## src/rtl/ltns_pkg.sv

```systemverilog
package ltns_pkg;

	localparam logic [1:0] ACT_PASS  = 2'd0;
	localparam logic [1:0] ACT_SCAN  = 2'd1;
	localparam logic [1:0] ACT_TRACE = 2'd2;
	localparam logic [1:0] ACT_STOP  = 2'd3;

	localparam logic [1:0] KIND_DRIVE  = 2'd0;
	localparam logic [1:0] KIND_NODE   = 2'd1;
	localparam logic [1:0] KIND_SHOT   = 2'd2;
	localparam logic [1:0] KIND_STATUS = 2'd3;

	localparam logic [2:0] CMD_STOP  = 3'd0;
	localparam logic [2:0] CMD_FWD   = 3'd1;
	localparam logic [2:0] CMD_BACK  = 3'd2;
	localparam logic [2:0] CMD_LEFT  = 3'd3;
	localparam logic [2:0] CMD_RIGHT = 3'd4;

	localparam logic [1:0] ST_GOING    = 2'd0;
	localparam logic [1:0] ST_RETURN   = 2'd1;
	localparam logic [1:0] ST_COMPLETE = 2'd2;
	localparam logic [1:0] ST_STOPPED  = 2'd3;

	localparam logic [2:0] REG_WAYPOINTS = 3'd0;
	localparam logic [2:0] REG_PAN       = 3'd1;
	localparam logic [2:0] REG_TILT      = 3'd2;
	localparam logic [2:0] REG_STEP      = 3'd3;
	localparam logic [2:0] REG_ROUNDS    = 3'd4;

	localparam logic [1:0] DIR_STOP = 2'd0;
	localparam logic [1:0] DIR_FWD  = 2'd1;
	localparam logic [1:0] DIR_RET  = 2'd2;

	localparam logic [2:0] PH_IDLE    = 3'd0;
	localparam logic [2:0] PH_NODE    = 3'd1;
	localparam logic [2:0] PH_REPORT  = 3'd2;
	localparam logic [2:0] PH_LEAVE   = 3'd3;
	localparam logic [2:0] PH_SETTLE  = 3'd4;
	localparam logic [2:0] PH_CAPTURE = 3'd5;

	localparam logic [5:0] CODE_START = 6'h19;
	localparam logic [5:0] CODE_BASE  = 6'h20;
	localparam logic [11:0] NODE_WAIT_MS = 12'd3000;
	localparam logic [11:0] LEAVE_MS     = 12'd250;
	localparam logic [11:0] CAPTURE_MS   = 12'd500;
	localparam logic [5:0] SPEED_TURN = 6'd35;
	localparam logic [5:0] SPEED_LINE = 6'd25;

	localparam int MAX_RES = 5;
	localparam int QUEUE_DEPTH_DEF = 8;

	typedef struct packed {
		logic [1:0] kind;
		logic [2:0] drive_cmd;
		logic [5:0] drive_speed;
		logic [5:0] node_tag;
		logic [6:0] shot_tilt;
		logic [7:0] shot_pan;
		logic [1:0] scan_status;
	} res_t;

	typedef struct packed {
		logic [2:0] cnt;
		res_t [MAX_RES-1:0] res;
	} batch_t;

	function automatic res_t mk_drive(input logic [2:0] c, input logic [5:0] s);
		res_t r;
		r = '0;
		r.kind = KIND_DRIVE;
		r.drive_cmd = c;
		r.drive_speed = s;
		return r;
	endfunction

	function automatic res_t mk_status(input logic [1:0] st);
		res_t r;
		r = '0;
		r.kind = KIND_STATUS;
		r.scan_status = st;
		return r;
	endfunction

	function automatic res_t mk_node(input logic [5:0] c);
		res_t r;
		r = '0;
		r.kind = KIND_NODE;
		r.node_tag = c;
		return r;
	endfunction

	function automatic res_t mk_shot(input logic [6:0] t, input logic [7:0] p);
		res_t r;
		r = '0;
		r.kind = KIND_SHOT;
		r.shot_tilt = t;
		r.shot_pan = p;
		return r;
	endfunction

endpackage

```

## src/rtl/line_track_node_scan_controller.sv

```systemverilog
// Channel  Handshake              Payload
// in       in_valid / in_ready    action, now_ms, front_left, front_right, rear_sensors
// out      out_valid / out_ready  kind, drive_cmd, ... , scan_status, last
// cfg      cfg_we                 cfg_index, cfg_data
// The front takes one word per cycle and classifies it in that cycle; its results go
// into a batch queue as one entry. The back sends one result word per cycle from the
// queue head while out_ready is high. The front stalls only when the queue is full.
// Reset clears all state except the queue storage at once.
module line_track_node_scan_controller import ltns_pkg::*; #(
	parameter int QUEUE_DEPTH = QUEUE_DEPTH_DEF
) (
	input  logic        clk,
	input  logic        arst_n,
	input  logic        in_valid,
	output logic        in_ready,
	input  logic [1:0]  action,
	input  logic [31:0] now_ms,
	input  logic        front_left,
	input  logic        front_right,
	input  logic [3:0]  rear_sensors,
	input  logic        cfg_we,
	input  logic [2:0]  cfg_index,
	input  logic [7:0]  cfg_data,
	output logic        out_valid,
	input  logic        out_ready,
	output logic [1:0]  kind,
	output logic [2:0]  drive_cmd,
	output logic [5:0]  drive_speed,
	output logic [5:0]  node_tag,
	output logic [6:0]  shot_tilt,
	output logic [7:0]  shot_pan,
	output logic [1:0]  scan_status,
	output logic        last
);

	logic   q_push, q_full;
	batch_t q_data;

	ltns_front u_front (
		.clk, .arst_n, .in_valid, .in_ready, .action, .now_ms, .front_left,
		.front_right, .rear_sensors, .cfg_we, .cfg_index, .cfg_data,
		.q_push, .q_data, .q_full
	);

	ltns_back #(.QUEUE_DEPTH(QUEUE_DEPTH)) u_back (
		.clk, .arst_n, .q_push, .q_data, .q_full, .out_valid, .out_ready, .kind,
		.drive_cmd, .drive_speed, .node_tag, .shot_tilt, .shot_pan, .scan_status, .last
	);

endmodule

```

## src/rtl/ltns_front.sv

```systemverilog
module ltns_front import ltns_pkg::*; (
	input  logic        clk,
	input  logic        arst_n,
	input  logic        in_valid,
	output logic        in_ready,
	input  logic [1:0]  action,
	input  logic [31:0] now_ms,
	input  logic        front_left,
	input  logic        front_right,
	input  logic [3:0]  rear_sensors,
	input  logic        cfg_we,
	input  logic [2:0]  cfg_index,
	input  logic [7:0]  cfg_data,
	output logic        q_push,
	output batch_t      q_data,
	input  logic        q_full
);

	logic [3:0] wp_q;
	logic [7:0] pan_home_q, rounds_q, round_q;
	logic [6:0] tilt_start_q, tilt_step_q, scan_tilt_q, tilt_now_q;
	logic [7:0] pan_now_q;
	logic [1:0] dir_q;
	logic       run_q, latch_q, wact_q;
	logic [3:0] cnt_q;
	logic [2:0] ph_q;
	logic [31:0] wstart_q;
	logic [11:0] wlen_q;

	// Next-state copies worked over by the combinational step.
	logic [7:0] n_rounds, n_round, n_pan_now;
	logic [6:0] n_scan_tilt, n_tilt_now;
	logic [1:0] n_dir;
	logic       n_run, n_latch, n_wact;
	logic [3:0] n_cnt;
	logic [2:0] n_ph;
	logic [31:0] n_wstart;
	logic [11:0] n_wlen;
	batch_t      b;
	logic        fwd, node, sa, sb, expired;
	logic [7:0]  nx;
	logic [4:0]  c5, w5;
	logic [5:0]  code_v;

	assign in_ready = !q_full;
	assign q_push = in_valid && in_ready && (b.cnt != 3'd0);
	assign q_data = b;
	assign expired = wact_q && ((now_ms - wstart_q) >= {20'd0, wlen_q});

	always_comb begin
		n_rounds = rounds_q; n_round = round_q; n_pan_now = pan_now_q;
		n_scan_tilt = scan_tilt_q; n_tilt_now = tilt_now_q; n_dir = dir_q;
		n_run = run_q; n_latch = latch_q; n_wact = wact_q; n_cnt = cnt_q;
		n_ph = ph_q; n_wstart = wstart_q; n_wlen = wlen_q;
		b = '0;
		fwd = (dir_q == DIR_FWD);
		node = 1'b0; sa = 1'b0; sb = 1'b0;
		nx = '0; c5 = '0; w5 = {1'b0, wp_q}; code_v = '0;
		unique case (action)
			ACT_PASS: begin
				if (run_q && (dir_q == DIR_FWD || dir_q == DIR_RET)) begin
					if (ph_q != PH_IDLE) begin
						if (expired) begin
							n_wact = 1'b0;
							if (ph_q == PH_NODE) begin
								c5 = {1'b0, cnt_q};
								code_v = '0;
								// Node handling: report codes, then leave or end the round.
								if (fwd) begin
									if (c5 == 5'd1) code_v = CODE_START;
									else if (c5 >= 5'd2 && c5 <= w5 + 5'd1)
										code_v = CODE_BASE + {2'd0, cnt_q} - 6'd1;
									else if (c5 == w5 + 5'd2) code_v = CODE_BASE;
								end else begin
									if (c5 == 5'd1) code_v = CODE_BASE + {2'd0, wp_q};
									else if (c5 >= 5'd2 && c5 <= w5)
										code_v = CODE_BASE + {2'd0, wp_q} - {2'd0, cnt_q} + 6'd1;
									else if (c5 == w5 + 5'd1) code_v = CODE_START;
								end
								if (code_v != 6'd0) begin
									b.res[0] = mk_node(code_v);
									b.res[1] = mk_shot(scan_tilt_q, pan_home_q);
									b.cnt = 3'd2;
								end
								// The first return node is never the end node, even with no
								// waypoints.
								if ((fwd && c5 == w5 + 5'd2) ||
										(!fwd && c5 == w5 + 5'd1 && c5 != 5'd1)) begin
									if (round_q < rounds_q) begin
										nx = {1'b0, scan_tilt_q} + {1'b0, tilt_step_q};
										if (nx > 8'd90) nx = 8'd85;
										n_scan_tilt = nx[6:0];
										n_tilt_now = nx[6:0];
										n_pan_now = pan_home_q;
										n_wstart = now_ms; n_wlen = NODE_WAIT_MS; n_wact = 1'b1;
										b.res[2] = mk_drive(CMD_STOP, 6'd0);
										b.cnt = 3'd3;
										n_ph = PH_SETTLE;
									end else begin
										n_run = 1'b0; n_cnt = '0; n_latch = 1'b0;
										b.res[2] = mk_status(ST_COMPLETE);
										b.res[3] = mk_drive(CMD_STOP, 6'd0);
										b.cnt = 3'd4;
										n_ph = PH_IDLE;
									end
								end else begin
									n_wstart = now_ms; n_wlen = LEAVE_MS; n_wact = 1'b1;
									b.res[b.cnt[1:0]] = mk_drive(fwd ? CMD_FWD : CMD_BACK, SPEED_TURN);
									b.cnt = b.cnt + 3'd1;
									n_ph = PH_LEAVE;
								end
							end else if (ph_q == PH_LEAVE) begin
								n_ph = PH_IDLE;
							end else if (ph_q == PH_SETTLE) begin
								b.res[0] = mk_shot(tilt_now_q, pan_now_q);
								b.res[1] = mk_drive(CMD_STOP, 6'd0);
								b.cnt = 3'd2;
								n_wstart = now_ms; n_wlen = CAPTURE_MS; n_wact = 1'b1;
								n_ph = PH_CAPTURE;
							end else if (ph_q == PH_CAPTURE) begin
								n_cnt = '0; n_latch = 1'b0; n_ph = PH_IDLE;
								if (round_q >= rounds_q) begin
									b.res[0] = mk_status(ST_COMPLETE);
									b.res[1] = mk_drive(CMD_STOP, 6'd0);
									b.cnt = 3'd2;
									n_run = 1'b0; n_dir = DIR_STOP;
								end else begin
									n_round = round_q + 8'd1;
									// A trace started without a scan enters its first round here.
									if (n_round == 8'd1) begin
										n_scan_tilt = tilt_start_q; n_tilt_now = tilt_start_q;
										n_pan_now = pan_home_q;
									end
									n_dir = n_round[0] ? DIR_FWD : DIR_RET;
									b.res[0] = mk_status(n_round[0] ? ST_GOING : ST_RETURN);
									b.cnt = 3'd1;
								end
							end
						end
					end else begin
						if (fwd) begin
							sa = front_left; sb = front_right; node = sa && sb;
						end else begin
							sa = rear_sensors[0]; sb = rear_sensors[1];
							node = (rear_sensors == 4'hF);
						end
						if (node && !latch_q) begin
							n_latch = 1'b1;
							if (cnt_q < 4'd15) n_cnt = cnt_q + 4'd1;
							if (fwd && round_q > 8'd1 && n_cnt == 4'd1) n_cnt = 4'd2;
							n_wstart = now_ms; n_wlen = NODE_WAIT_MS; n_wact = 1'b1;
							b.res[0] = mk_drive(CMD_STOP, 6'd0);
							b.cnt = 3'd1;
							n_ph = PH_NODE;
						end else begin
							if (!node) n_latch = 1'b0;
							b.cnt = 3'd1;
							if (fwd) begin
								if (!sa && !sb) b.res[0] = mk_drive(CMD_FWD, SPEED_LINE);
								else if (sa && !sb) b.res[0] = mk_drive(CMD_LEFT, SPEED_TURN);
								else if (!sa && sb) b.res[0] = mk_drive(CMD_RIGHT, SPEED_TURN);
								else b.res[0] = mk_drive(CMD_STOP, 6'd0);
							end else begin
								if (sa && sb) b.res[0] = mk_drive(CMD_BACK, SPEED_LINE);
								else if (!sa && sb) b.res[0] = mk_drive(CMD_RIGHT, SPEED_TURN);
								else if (sa && !sb) b.res[0] = mk_drive(CMD_LEFT, SPEED_TURN);
								else b.res[0] = mk_drive(CMD_STOP, 6'd0);
							end
						end
					end
				end
			end
			ACT_SCAN: begin
				if (rounds_q == 8'd0) begin
					n_round = '0;
					b.res[0] = mk_status(ST_COMPLETE);
					b.res[1] = mk_drive(CMD_STOP, 6'd0);
					b.cnt = 3'd2;
					n_run = 1'b0; n_dir = DIR_STOP;
				end else begin
					n_round = 8'd1;
					n_scan_tilt = tilt_start_q; n_tilt_now = tilt_start_q;
					n_pan_now = pan_home_q;
					n_dir = DIR_FWD;
					b.res[0] = mk_status(ST_GOING);
					b.cnt = 3'd1;
					n_run = 1'b1; n_cnt = '0; n_latch = 1'b0; n_ph = PH_IDLE;
				end
			end
			ACT_TRACE: begin
				if (!run_q) begin
					n_dir = DIR_FWD; n_run = 1'b1; n_cnt = '0; n_latch = 1'b0;
					n_ph = PH_IDLE;
				end
			end
			ACT_STOP: begin
				n_run = 1'b0; n_dir = DIR_STOP; n_round = '0; n_rounds = '0;
				n_cnt = '0; n_latch = 1'b0; n_ph = PH_IDLE; n_wact = 1'b0;
				b.res[0] = mk_drive(CMD_STOP, 6'd0);
				b.res[1] = mk_status(ST_STOPPED);
				b.cnt = 3'd2;
			end
			default: ;
		endcase
	end

	always_ff @(posedge clk or negedge arst_n) begin
		if (!arst_n) begin
			wp_q <= '0; pan_home_q <= 8'd90; tilt_start_q <= '0; tilt_step_q <= 7'd10;
			rounds_q <= '0; round_q <= '0; scan_tilt_q <= '0; tilt_now_q <= 7'd90;
			pan_now_q <= 8'd90; dir_q <= DIR_STOP; run_q <= 1'b0; latch_q <= 1'b0;
			wact_q <= 1'b0; cnt_q <= '0; ph_q <= PH_IDLE; wstart_q <= '0; wlen_q <= '0;
		end else begin
			if (in_valid && in_ready) begin
				rounds_q <= n_rounds; round_q <= n_round; pan_now_q <= n_pan_now;
				scan_tilt_q <= n_scan_tilt; tilt_now_q <= n_tilt_now; dir_q <= n_dir;
				run_q <= n_run; latch_q <= n_latch; wact_q <= n_wact; cnt_q <= n_cnt;
				ph_q <= n_ph; wstart_q <= n_wstart; wlen_q <= n_wlen;
			end else if (cfg_we) begin
				unique case (cfg_index)
					REG_WAYPOINTS: wp_q <= (cfg_data[3:0] > 4'd9) ? 4'd1 : cfg_data[3:0];
					REG_PAN: pan_home_q <= (cfg_data > 8'd180) ? 8'd180 : cfg_data;
					REG_TILT: tilt_start_q <= (cfg_data[6:0] > 7'd90) ? 7'd90 : cfg_data[6:0];
					REG_STEP: tilt_step_q <= (cfg_data[6:0] == 7'd0) ? 7'd1 :
						((cfg_data[6:0] > 7'd90) ? 7'd90 : cfg_data[6:0]);
					REG_ROUNDS: rounds_q <= cfg_data;
					default: ;
				endcase
			end
		end
	end

endmodule

```

## src/rtl/ltns_back.sv

```systemverilog
module ltns_back import ltns_pkg::*; #(
	parameter int QUEUE_DEPTH = QUEUE_DEPTH_DEF
) (
	input  logic       clk,
	input  logic       arst_n,
	input  logic       q_push,
	input  batch_t     q_data,
	output logic       q_full,
	output logic       out_valid,
	input  logic       out_ready,
	output logic [1:0] kind,
	output logic [2:0] drive_cmd,
	output logic [5:0] drive_speed,
	output logic [5:0] node_tag,
	output logic [6:0] shot_tilt,
	output logic [7:0] shot_pan,
	output logic [1:0] scan_status,
	output logic       last
);

	localparam int AW = (QUEUE_DEPTH > 1) ? $clog2(QUEUE_DEPTH) : 1;

	batch_t mem_q [QUEUE_DEPTH];
	logic [AW-1:0] wr_q, rd_q;
	logic [AW:0]   fill_q;
	logic [2:0]    idx_q;
	logic          pop, load;
	res_t          r;
	batch_t        head;

	assign head = mem_q[rd_q];
	assign q_full = (fill_q == (AW+1)'(QUEUE_DEPTH));
	assign load = out_valid && out_ready;
	// A batch leaves the queue when its final word is taken.
	assign pop = load && ((idx_q + 3'd1) == head.cnt);
	assign out_valid = (fill_q != '0);
	assign r = head.res[idx_q];
	assign kind = r.kind;
	assign drive_cmd = r.drive_cmd;
	assign drive_speed = r.drive_speed;
	assign node_tag = r.node_tag;
	assign shot_tilt = r.shot_tilt;
	assign shot_pan = r.shot_pan;
	assign scan_status = r.scan_status;
	assign last = ((idx_q + 3'd1) == head.cnt);

	always_ff @(posedge clk) begin
		if (q_push) mem_q[wr_q] <= q_data;
	end

	always_ff @(posedge clk or negedge arst_n) begin
		if (!arst_n) begin
			wr_q <= '0; rd_q <= '0; fill_q <= '0; idx_q <= '0;
		end else begin
			if (q_push) wr_q <= (wr_q == AW'(QUEUE_DEPTH-1)) ? '0 : wr_q + AW'(1);
			if (pop) rd_q <= (rd_q == AW'(QUEUE_DEPTH-1)) ? '0 : rd_q + AW'(1);
			if (load) idx_q <= pop ? 3'd0 : idx_q + 3'd1;
			fill_q <= fill_q + (AW+1)'(q_push) - (AW+1)'(pop);
		end
	end

endmodule

```

## config.mk

```make
export PLATFORM = sky130hd
export DESIGN_NAME = line_track_node_scan_controller
export DESIGN_NICKNAME = d
export VERILOG_FILES = /design/src/rtl/ltns_pkg.sv /design/src/rtl/line_track_node_scan_controller.sv /design/src/rtl/ltns_front.sv /design/src/rtl/ltns_back.sv
export SDC_FILE = /design/constraint.sdc
export NUM_CORES = 1
export LEC_CHECK = 0
export BUFFER_PORTS_ARGS = -buffer_cell sky130_fd_sc_hd__buf_2
export CORE_UTILIZATION = 45
export CTS_BUF_LIST = sky130_fd_sc_hd__clkbuf_4
export CTS_CLUSTER_DIAMETER = 30
export CTS_CLUSTER_SIZE = 16
export DETAILED_ROUTE_END_ITERATION = 8
export PLACE_DENSITY = 0.69
export SYNTH_ARGS = -nofsm -noshare
export SYNTH_HDL_FRONTEND = slang
export SYNTH_SLANG_ARGS = --single-unit
export TNS_END_PERCENT = 100
```

## constraint.sdc

```tcl
create_clock -name clk -period 9.65 [get_ports clk]
set_clock_uncertainty 0.2 [all_clocks]
set_input_delay 0.4825 -clock clk [delete_from_list [all_inputs] [get_ports clk]]
set_output_delay 0.4825 -clock clk [all_outputs]
set_load 0.01 [all_outputs]
```

==> flow_metrics.tcl, run 1 <==
set metrics [dict create \
    slew-limit-headroom_pct 12.6 \
    cts_buffers 101 \
    worstPathMaxFanout 12 \
    rr_worst_depth 27 \
    critPathTopFamily "compound AO/OA/AOI/OAI gates" \
    synth_ff_type "edfxtp_1" \
    finalHoldViolCount 0 \
    antenna_found_initial 4 \
    row_count 89 \
    power_frac_clock_pct 26.9 \
    slew_violations 0 \
    period_needed_ps 6770 \
    core_mm2 0.0596 \
    cts_tree "done" \
    fin_util_pct 52.2 \
    routabilityCongestion 0.887 \
    synth-edff-count 440 \
    p_sw_share_pct 33.4 \
    r2r_start "u_front.wstart_q[4]$_DFFE_PN0P_" \
    nets 2275 \
    h-tree-depth 3 \
    dp_hpwl_um 41100 \
    seq_area_frac_synth_pct 59.8 \
    cp_num_buf_inv 2 \
    fmaxAchievable_mhz 148 \
    hold_class "in -> reg" \
    cts_resized 0 \
    worstSetupPathType "reg -> reg" \
    port_buffers 91 \
    insertion_delay_ps 910 \
    r2r_end "u_back.fill_q[3]$_DFF_PN0_" \
    ant_nets 0 \
    p_sw_uw 2520 \
    grt-ovfl-total 0 \
    p_int_uw 5010 \
    maxCapViolCount 0 \
    setup_slack_ps 2880 \
    drc 0 \
    area_delta_synth_final_pct 13.6 \
    seqPwrFrac_pct 40.8 \
    cp.arrival_ps 7350 \
    drtIter0Drc 1222 \
    pwr-share-comb_pct 32.3 \
    cts_buffer_depth 3 \
    setup_viol 0 \
    hold_depth 3 \
    critPathSlowestCell "o21ai_2" \
    synthCells 1919 \
    grt_first_pass_wirelength_um 99300 \
    critPathLaunchType "register" \
    tightest_slew_ps 1310 \
    die_w_um 249 \
    netlist.area_leader.share_pct 48.3 \
    grt_max_degree 64 \
    synth_area_leaders "edfxtp_1, mux4_2, dfrtp_1" \
    yosysUniqueCellTypes 89 \
    start_util_pct 45.9 \
    clkTransAtPathRegs_ps 120 \
    routed_wl_um 63100 \
    synth_nets 2085 \
    status "completed" \
    wl_per_cell_um 21.2 \
    ios 93 \
    syn_area_mm2 0.0273 \
    hold_slack_ps 92.7 \
    grt_pass1_vias 17700 \
    rrSetupSlack_ps 2880 \
    vias 17200 \
    worstHoldEndpoint "u_back.mem_q[1][67]$_DFFE_PP_" \
    cp_common_cell "ha_1" \
    leakage_uw 0.0115 \
    synth_top_area_cell "edfxtp_1" \
    synth_seq_cells 565 \
    dp_slack_ps 2660 \
    clock-root-buffer "clkbuf_4" \
    grtUsageTotal_pct 20.7 \
    syn_area_per_cell_um2 14.2 \
    viasPerCell 5.77 \
    cts_sinks 565 \
    cp-end-kind "register" \
    power_density_mw_per_mm2 242 \
    slowest_delay_ps 740 \
    vdd_drop_max_v 0.000146 \
    finalCritPeriodShare_pct 70.2 \
    dieArea_mm2 0.0618 \
    rsz0062_at_grt "no" \
    async_flop_share_pct 22.1 \
    drt-pass1-iter-count 7 \
    cp.required_ps 10230 \
    ys_warn_count 0 \
    fp.dieH_um 249 \
    power_uw 7530 \
    drive_gt1_share_pct 24.0 \
    hold_start "action[0]" \
]
worst reg2reg max path, cell delays in order, from the launching register on:
cell and delay (ps):
dfrtp_1 350, inv_1 50, ha_1 340, a21o_1 200, a31oi_1 250, nand2_1 130
and2_1 170, o21ai_0 200, a21oi_1 120, o21ai_0 150, nand2b_1 90, xor2_1 150
ha_1 210, a221o_1 290, a2111oi_0 300, nand4_1 140, nor4_1 280, o211ai_1 160
a2111oi_2 480, and4_1 480, nor4_1 110, o21ai_2 740, ha_1 280, inv_1 70
ha_1 290, a21o_1 180, a21oi_1 160, xor2_1 170
final cells by class:
class	instances	area [um2]
fillers	4983	28500
clock inverters	82	925
flip-flops and latches	565	16400
well taps	773	967
diodes	5	12.5
repair buffers	182	1330
inverters	106	398
multi-input cells	1153	10300
clock buffers	107	803
logic make-up after synthesis:
kind of cell    Yosys count  synth area share, %
other cells               1               0.0137
simple gates            472                 8.66
mux                     209                 14.2
buf+inv                 201                 2.98
compound gates          324                 7.95
fa+ha+maj               110                 5.20
flops                   565                 59.8
xor+xnor                 37                 1.19
how the worst max path moves through the flow:
stage / from / end / slack (ps) / depth (start not counted)
finish: u_front.wstart_q[4]$_DFFE_PN0P_ / u_back.fill_q[3]$_DFF_PN0_ / 2880 / 27
global route: u_front.wstart_q[4]$_DFFE_PN0P_ / u_back.fill_q[3]$_DFF_PN0_ / 2390 / 27
CTS: u_front.wstart_q[4]$_DFFE_PN0P_ / u_back.fill_q[3]$_DFF_PN0_ / 2910 / 27
detailed placement: now_ms[4] / u_back.fill_q[3]$_DFF_PN0_ / 2660 / 27
global placement: now_ms[4] / u_back.fill_q[3]$_DFF_PN0_ / 2850 / 27
floorplan: now_ms[4] / u_back.mem_q[1][0]$_DFFE_PP_ / -1080 / 24
cell usage in the layout (no fill, tap or decap), types with 18 or more instances in the layout:
cell type / Yosys / final
nand2_1: 135 / 135
o21ai_0: 90 / 90
nor4_1: 20 / 18
mux4_2: 128 / 128
xnor2_1: 24 / 24
ha_1: 104 / 104
a21oi_1: 75 / 75
inv_1: 105 / 105
and3_1: 26 / 26
dfrtp_1: 111 / 108
mux2i_1: 25 / 25
and2_1: 31 / 31
clkbuf_4: 0 / 107
buf_4: 4 / 25
mux2_4: 31 / 31
nand3_1: 38 / 38
buf_2: 7 / 90
edfxtp_1: 440 / 440
nand4_1: 21 / 21
dlygate4sd3_1: 0 / 65
nor3_1: 22 / 20
nor2_1: 99 / 96
what timing repair did:
action                    in CTS  in global routing
hold buffers                  66                  0
hold endpoints to repair     141                  0
setup buffers                  0                  0
Yosys cell counts (6+ instances only):
library cell and count:
mux2i_1 25, ha_1 104, nor4_1 20, a2111oi_0 6, o21a_1 16, and2_1 31
o211ai_1 10, mux2_4 31, buf_1 18, xnor2_1 24, edfxtp_1 440, a211o_1 7
dfstp_2 14, o31ai_1 10, a31oi_1 11, clkbuf_1 61, mux2_1 8, o21ai_1 6
fa_1 6, a21oi_1 75, and3_1 26, mux4_2 128, nand2_1 135, nand3_1 38
buf_2 7, dfrtp_1 111, nor2b_1 17, or3_1 10, o21ai_0 90, nor2_1 99
a21o_1 15, mux2_2 17, nand4_1 21, inv_1 105, nor4b_1 8, nor3_1 22
nand2b_1 11, xor2_1 13
through the flow:
step | cells | TNS (ps) | area, um2
2_1_floorplan | 1919 | -188500 | 27400
3_3_place_gp | 2713 | 0 | 28700
3_5_place_dp | 2713 | 0 | 28700
4_1_cts | 2968 | 0 | 31100
5_1_grt | 2973 | 0 | 31100
6_report | 2973 | 0 | 31100
state kept, by name, indices dropped and copies added (netlist names):
| signal | cells |
|---|---|
| u_front.ph_q | 3 |
| u_front.round_q | 8 |
| u_front.tilt_start_q | 7 |
| u_front.tilt_now_q | 7 |
| u_front.run_q | 1 |
| u_front.scan_tilt_q | 4 |
| u_front.rounds_q | 8 |
| u_front.wlen_q | 7 |
| u_back.idx_q | 3 |
| u_front.pan_home_q | 8 |
| u_front.wp_q | 4 |
| u_back.wr_q | 3 |
| u_front.pan_now_q | 8 |
| u_front.dir_q | 2 |
| u_front.tilt_step_q | 7 |
| u_front.wstart_q | 32 |
| u_back.mem_q | 440 |
| u_front.latch_q | 1 |
| u_front.cnt_q | 4 |
| u_back.rd_q | 3 |
| u_back.fill_q | 4 |
| u_front.wact_q | 1 |
layer usage:
metal  track usage, %  vias to the layer above  part of all wire, %  wire length, um
li1                 -                     7830                    -                -
met1             26.7                     8675                   42            26400
met2             34.1                      519                   49            30900
met3             4.07                      128                  5.5             3440
met4             8.50                        4                  3.5             2210
met5                0                        -                0.036               23
power groups by stage:
| stage | registers, uW | logic, uW | clock network (uW) |
|---|---|---|---|
| after floorplan | 3000 | 1860 | 0 |
| after global placement | 3120 | 2390 | 0 |
| after detailed placement | 3130 | 2420 | 0 |
| after CTS | 3080 | 2470 | 2080 |
| after global routing | 3110 | 2680 | 2190 |
| final | 3080 | 2430 | 2030 |
Note: power is estimated with default switching activity, not from simulation.
==> run 2, diff against run 1 <==
--- a/config.mk
+++ b/config.mk
@@ -11,7 +11,7 @@
 export CTS_CLUSTER_DIAMETER = 30
 export CTS_CLUSTER_SIZE = 16
 export DETAILED_ROUTE_END_ITERATION = 8
-export PLACE_DENSITY = 0.69
+export PLACE_DENSITY = 0.67
 export SYNTH_ARGS = -nofsm -noshare
 export SYNTH_HDL_FRONTEND = slang
 export SYNTH_SLANG_ARGS = --single-unit
==> constraint.sdc (replaced) <==
create_clock -name clk -period 6.65 [get_ports clk]
set_clock_uncertainty 0.2 [all_clocks]
set_input_delay 0.3325 -clock clk [delete_from_list [all_inputs] [get_ports clk]]
set_output_delay 0.3325 -clock clk [all_outputs]
set_load 0.01 [all_outputs]
==> run 2 against run 1 <==
  * Sequential cell count did not move
  * Non-clock buffer count rose by 20
  * Sequential share of layout area fell by 0.57 points
  * Sequential power rose by 48%
  * Design area rose by 1.1%
  * First-iteration DRC count fell by 1.3%
  * Fmax rose by 10%
  * Die area did not move
  * Final cell count rose by 1.1%
  * Combinational power rose by 43%
  * Largest cell class unchanged
  * Largest power group unchanged
==> flow_metrics.tcl, run 2 (synthesis gave the netlist of run 1 again) <==
set metrics [dict create \
    status "completed" \
    core_mm2 0.0596 \
    ios 93 \
    clock-root-buffer "clkbuf_4" \
    port_buffers 91 \
    fmaxAchievable_mhz 163 \
    ant_nets 0 \
    cp.arrival_ps 6470 \
    postPlaceCellArea_mm2 0.0289 \
    fp.dieH_um 249 \
    slew_violations 0 \
    largestRegisters "u_back.mem_q (440), u_front.wstart_q (32)" \
    h-tree-depth 3 \
    cp_common_cell "o21ai_0" \
    maxCapViolCount 0 \
    row_count 89 \
    stdcell_count 3006 \
    power_density_mw_per_mm2 350 \
    grt_max_degree 66 \
    antenna_found_initial 3 \
    grtUsageTotal_pct 20.7 \
    area_delta_synth_final_pct 14.9 \
    hold_start "now_ms[14]" \
    viasPerCell 5.70 \
    largest_register_ff_count 440 \
    grt_pass1_vias 17700 \
    slowest_delay_ps 680 \
    critPathSlowestCell "dlygate4sd3_1" \
    cp.required_ps 6970 \
    rsz0062_at_grt "no" \
    dp.cells 2727 \
    start_util_pct 45.9 \
    worstSetupPathType "reg -> reg" \
    layout_commonest_cell "edfxtp_1" \
    drc 0 \
    worstSetupStartpoint "u_front.wstart_q[4]$_DFFE_PN0P_" \
    clkTransAtPathRegs_ps 60 \
    design_area_mm2 0.0314 \
    worstPathMaxFanout 11 \
    power_uw 11000 \
    vdd_drop_max_v 0.000173 \
    slew-limit-headroom_pct 10.1 \
    finalCritPeriodShare_pct 92.4 \
    critPathTopFamily "compound AO/OA/AOI/OAI gates" \
    drive_gt1_share_pct 25.0 \
    cts_tree "done" \
    finalHoldViolCount 0 \
    setup_viol 0 \
    dieArea_mm2 0.0618 \
    cp-end-kind "register" \
    grt-ovfl-total 0 \
    tightest_slew_ps 1340 \
    nets 2304 \
    r2r_start "u_front.wstart_q[4]$_DFFE_PN0P_" \
    cts_sinks 565 \
    grt_first_pass_wirelength_um 99600 \
    routed_wl_um 63500 \
    routabilityCongestion 0.926 \
    cp_num_buf_inv 2 \
    period_needed_ps 6140 \
    final_cell_mix "edfxtp_1, nand2_1, mux4_2" \
    hold_class "in -> reg" \
    leakage_uw 0.0117 \
    die_w_um 249 \
    wl_per_cell_um 21.1 \
    dp_hpwl_um 41400 \
    critPathLaunchType "register" \
    drt-pass1-iter-count 5 \
    regMostFlops "u_back.mem_q" \
    cts_buffer_depth 3 \
    cts_buffers 110 \
    vias 17100 \
    crit_path_cell_trace "inv_1 -> ha_1 -> a21o_1 -> a31oi_1 -> nand2_1 -> and2_1 -> o21ai_0 -> a21oi_1 -> o21ai_0 -> nand2b_1 -> xor2_1 -> ha_1 -> a221o_1 -> a2111oi_0 -> nand4_1 -> nor4_1 -> o211ai_1 -> a2111oi_2 -> nand4_1 -> nand2_2 -> or3_1 -> o21ai_0 -> dlygate4sd3_1" \
    drtIter0Drc 1206 \
    insertion_delay_ps 860 \
]
run 2: report_power, final:
part	internal, uW	switching [uW]	total [uW]
clock	1500	1440	2950
sequential	4140	417	4550
combinational	1690	1790	3480
total	7330	3650	11000
run 2: tightest hold or removal path: cells and delay by family:
kind	cells	cell delay, ps
buffers and inverters	2	620
muxes	1	130
run 2: per-layer routing:
metal / GRT usage (%) / share of wire (%) / vias up
met5: 0 / 0.036 / -
li1: - / - / 7901
met1: 26.4 / 42 / 8604
met4: 7.84 / 3.2 / 4
met2: 35.0 / 49 / 498
met3: 4.06 / 5.6 / 115
run 2: final timing paths:
path / slack (ps) / cells after the start / end
setup / recovery: 510 / 23 / u_back.mem_q[7][67]$_DFFE_PP_
hold / removal: 100 / 3 / u_front.wstart_q[14]$_DFFE_PN0P_
setup reg to reg: 510 / 23 / u_back.mem_q[7][67]$_DFFE_PP_
hold reg to reg: 290 / 2 / u_front.tilt_now_q[4]$_DFFE_PN1P_
max in group asynchronous: 4850 / 4 / u_front.wlen_q[6]$_DFFE_PN0P_
min in group asynchronous: 450 / 3 / u_front.pan_home_q[4]$_DFFE_PN1P_
run 2: layout make-up:
| class | count | area, um2 |
|---|---|---|
| well taps | 773 | 967 |
| flip-flops and latches | 565 | 16400 |
| repair buffers | 202 | 1590 |
| clock buffers | 121 | 908 |
| clock inverters | 85 | 862 |
| multi-input cells | 1153 | 10300 |
| fillers | 4936 | 28200 |
| diodes | 1 | 2.50 |
| inverters | 106 | 398 |
run 2: timing repair:
item                                    in CTS  in global routing
gates resized for setup                      0                  1
buffers inserted                             0                  0
endpoints found under the setup margin       0                  8
hold endpoints to repair                   175                  1
hold buffers                                71                  1
run 2: stage by stage:
| stage | setup slack [ps] | setup TNS, ps | utilization [%] | hold WS [ps] |
|---|---|---|---|---|
| 2_1_floorplan | -1220 | -264560 | - | -163 |
| 3_3_place_gp | 744 | 0 | 48.5 | 155 |
| 3_5_place_dp | 633 | 0 | 48.5 | 158 |
| 4_1_cts | 417 | 0 | 52.7 | 7.53 |
| 5_1_grt | 6.36 | 0 | 52.7 | 12.1 |
| 6_report | 505 | 0 | 52.7 | 102 |
==> run 3, diff against run 2 <==
--- a/config.mk
+++ b/config.mk
@@ -11,8 +11,10 @@
 export CTS_CLUSTER_DIAMETER = 30
 export CTS_CLUSTER_SIZE = 16
 export DETAILED_ROUTE_END_ITERATION = 8
-export PLACE_DENSITY = 0.67
+export PLACE_DENSITY = 0.66
+export SETUP_SLACK_MARGIN = 0.02
 export SYNTH_ARGS = -nofsm -noshare
 export SYNTH_HDL_FRONTEND = slang
+export SYNTH_HIERARCHICAL = 1
 export SYNTH_SLANG_ARGS = --single-unit
 export TNS_END_PERCENT = 100
==> run 3 against run 2 <==
  * Final cell count increased by 100%
  * Global-route usage fell by 1.2 points
  * Critical path depth shrank 7
  * First-iteration DRC count is 130% higher
  * Sequential share of layout area rose by 9.5 points
  * Routed wire length up 120%
  * Synthesized cell count up 86%
  * Sequential cell count rose by 944
  * Clock-buffer cell count rose by 235
  * Design area grew 130%
  * Clock power grew to 2.8 times the previous value
==> flow_metrics.tcl, run 3 <==
set metrics [dict create \
    synth_seq_cells 1509 \
    postCtsSetupBuffers 0 \
    vias 33900 \
    design_area_mm2 0.0726 \
    wl_met1_um 59700 \
    hold_depth 6 \
    grt_first_pass_wirelength_um 210000 \
    ant_nets 0 \
    largestRegisters "u_back/mem_q (1384), u_front/wstart_q (32)" \
    synth.most_common_cell "edfxtp_1" \
    ctsHoldBuffers 127 \
    cts_resized 0 \
    cp.required_ps 7200 \
    layout_commonest_cell "edfxtp_1" \
    cp_common_cell "a2111oi_0" \
    synth_area_leaders "edfxtp_1, mux4_2, dfrtp_1" \
    p_sw_share_pct 32.8 \
    synthCells 3563 \
    drt-pass1-iter-count 6 \
    h-tree-depth 5 \
    dp_hpwl_um 76400 \
    largest_register_ff_count 1384 \
    regMostFlops "u_back/mem_q" \
    seqPwrFrac_pct 39.8 \
    synth-edff-count 1384 \
    routed_wl_um 139000 \
    area_delta_synth_final_pct 13.4 \
    routabilityCongestion 0.863 \
    row_count 138 \
    maxUsedRoutingLayer "met5" \
    cts_sinks 1509 \
    synth_commonest_cells "edfxtp_1, mux4_2, nand2_1, mux2i_1, buf_4" \
    final_cell_mix "edfxtp_1, clkbuf_4, mux4_2" \
    cp.arrival_ps 6200 \
    crit_path_cell_trace "inv_1 -> ha_1 -> o211ai_1 -> a21oi_1 -> o2111ai_1 -> nand3_1 -> a2111oi_0 -> nor4_1 -> a2111oi_0 -> a41oi_2 -> and2_4 -> a41o_4 -> o311a_4 -> nand2_4 -> nor3_4 -> buf_12" \
    critPathSlowestCell "a2111oi_0" \
    ys_warn_count 6 \
    p_int_uw 19600 \
    cts_buffer_depth 4 \
    period_needed_ps 5650 \
    cts_tree "done" \
    fmaxAchievable_mhz 177 \
    routed-wl-met3_um 9410 \
    power_frac_clock_pct 28.3 \
    fin_util_pct 51.3 \
    cp_num_buf_inv 2 \
    port_buffers 92 \
    wl_met2_um 66700 \
    slew_violations 0 \
    tightest_slew_ps 1170 \
    rsz0062_at_grt "no" \
    netlist.area_leader.share_pct 64.9 \
    clkTransAtPathRegs_ps 60 \
    drc 0 \
    rr_worst_depth 16 \
    finalHoldViolCount 0 \
    yosysUniqueCellTypes 86 \
    die_w_um 379 \
    worstSetupPathType "reg -> reg" \
    maxCapViolCount 0 \
    finalCritPeriodShare_pct 84.9 \
    leakage_uw 0.0248 \
    rrSetupSlack_ps 1000 \
    seq_area_frac_synth_pct 69.8 \
    cp-end-kind "register" \
    insertion_delay_ps 1220 \
    wl_per_cell_um 22.7 \
    p_sw_uw 9570 \
    worstPathMaxFanout 124 \
    core_mm2 0.141 \
    synth_ff_type "edfxtp_1" \
    critPathTopFamily "compound AO/OA/AOI/OAI gates" \
    pwr-share-comb_pct 31.9 \
    grt_pass1_vias 34900 \
    fp.dieH_um 379 \
    grtUsageTotal_pct 19.5 \
    crit_cells 16 \
    slowest_delay_ps 710 \
    setup_viol 0 \
    async_flop_share_pct 8.28 \
    cts_buffers 315 \
    dieArea_mm2 0.144 \
    syn_area_per_cell_um2 18.0 \
    clock-root-buffer "clkbuf_4" \
    postPlaceCellArea_mm2 0.0663 \
    hold_class "in -> reg" \
    vdd_drop_max_v 0.000370 \
    start_util_pct 45.3 \
    critPathLaunchType "register" \
    drtIter0Drc 2819 \
    drive_gt1_share_pct 26.8 \
    nets 4133 \
    power_density_mw_per_mm2 402 \
    antenna_found_initial 11 \
    ios 93 \
    synth_top_area_cell "edfxtp_1" \
    viasPerCell 5.55 \
    grt-ovfl-total 0 \
    grt_max_degree 145 \
    status "completed" \
    slew-limit-headroom_pct 21.7 \
    syn_area_mm2 0.0640 \
]
## run 3: cell count changes in the layout (fill, tap and decap cells not counted), sizes merged, moves of 34 or more
cell         before   now
a32oi             1    35
nand2           135   202
clkbuf          121   356
conb              1   110
mux4            128   343
mux2i            25   154
dlygate4sd3      71   126
o22ai             3    37
clkinv           48    98
edfxtp          440  1384
## run 3: area by class of cell
class	count	area (um2)
Clock inverter	196	2270
Sequential cell	1509	44700
Clock buffer	356	2670
Inverter	111	417
Fill cell	11400	68800
Timing Repair Buffer	275	2410
Tap cell	1890	2360
Antenna cell	13	32.5
Multi-Input combinational cell	1757	17700
## run 3: per-stage QoR
stage / hold slack (ps) / TNS (ps) / cells / total power [uW] / worst slack (ps)
after floorplan: -163 / -534340 / 3672 / 18300 / -1550
after global placement: 141 / 0 / 5415 / 21000 / 1070
after detailed placement: 160 / 0 / 5415 / 21100 / 1090
after CTS: 5.50 / 0 / 6094 / 29500 / 1060
after global routing: 99.0 / 0 / 6104 / 30700 / 838
final: 147 / 0 / 6107 / 29200 / 1000
## run 3: metal layers
layer  track usage [%]  up-vias
met5                 0        -
met4              5.90        4
met3              4.22      227
met2              31.3     1151
met1              26.8    17400
li1                  -    15100
## run 3: power groups by stage
stage               clock, uW  sequential (uW)  combinational (uW)
floorplan                   0            11500                6790
global placement            0            11800                9240
detailed placement          0            11800                9270
CTS                      8500            11600                9390
global route             8940            11700               10100
finish                   8260            11600                9300
## run 3: path summary, 6_finish.rpt
path | from | to
max in group asynchronous | arst_n | u_back/rd_q[0]$_DFFE_PN0P_
min in group asynchronous | arst_n | u_front/cnt_q[0]$_DFFE_PN0P_
min | in_valid | u_front/round_q[0]$_DFFE_PN0P_
min reg2reg | u_front/tilt_step_q[3]$_DFFE_PN1P_ | u_front/tilt_step_q[3]$_DFFE_PN1P_
max | u_front/wstart_q[2]$_DFFE_PN0P_ | u_back/mem_q[2][152]$_DFFE_PP_
max reg2reg | u_front/wstart_q[2]$_DFFE_PN0P_ | u_back/mem_q[2][152]$_DFFE_PP_
## run 3: worst register-to-register path: cells and delay by family, from the launching register on
| kind | cells | cell delay (ps) |
|---|---|---|
| AO/OA/AOI/OAI | 8 | 2880 |
| AND/OR/NAND/NOR | 5 | 890 |
| flip-flops | 1 | 360 |
| buffers and inverters | 2 | 350 |
| adder cells (fa/ha/maj) | 1 | 330 |
## run 3: kinds of logic (layout without fill, tap and decap cells)
group / count (synthesis) / after routing / synth area share [%]
DFF: 1509 / 1509 / 69.8
muxes: 561 / 561 / 15.8
and+or+nand+nor: 524 / 524 / 3.93
AOI/OAI and AO/OA: 419 / 419 / 4.38
buffers and inverters: 406 / 938 / 3.42
adders and majority gates: 108 / 108 / 2.18
xor gates and xnor gates: 35 / 35 / 0.490
other: 1 / 123 / 0.00586
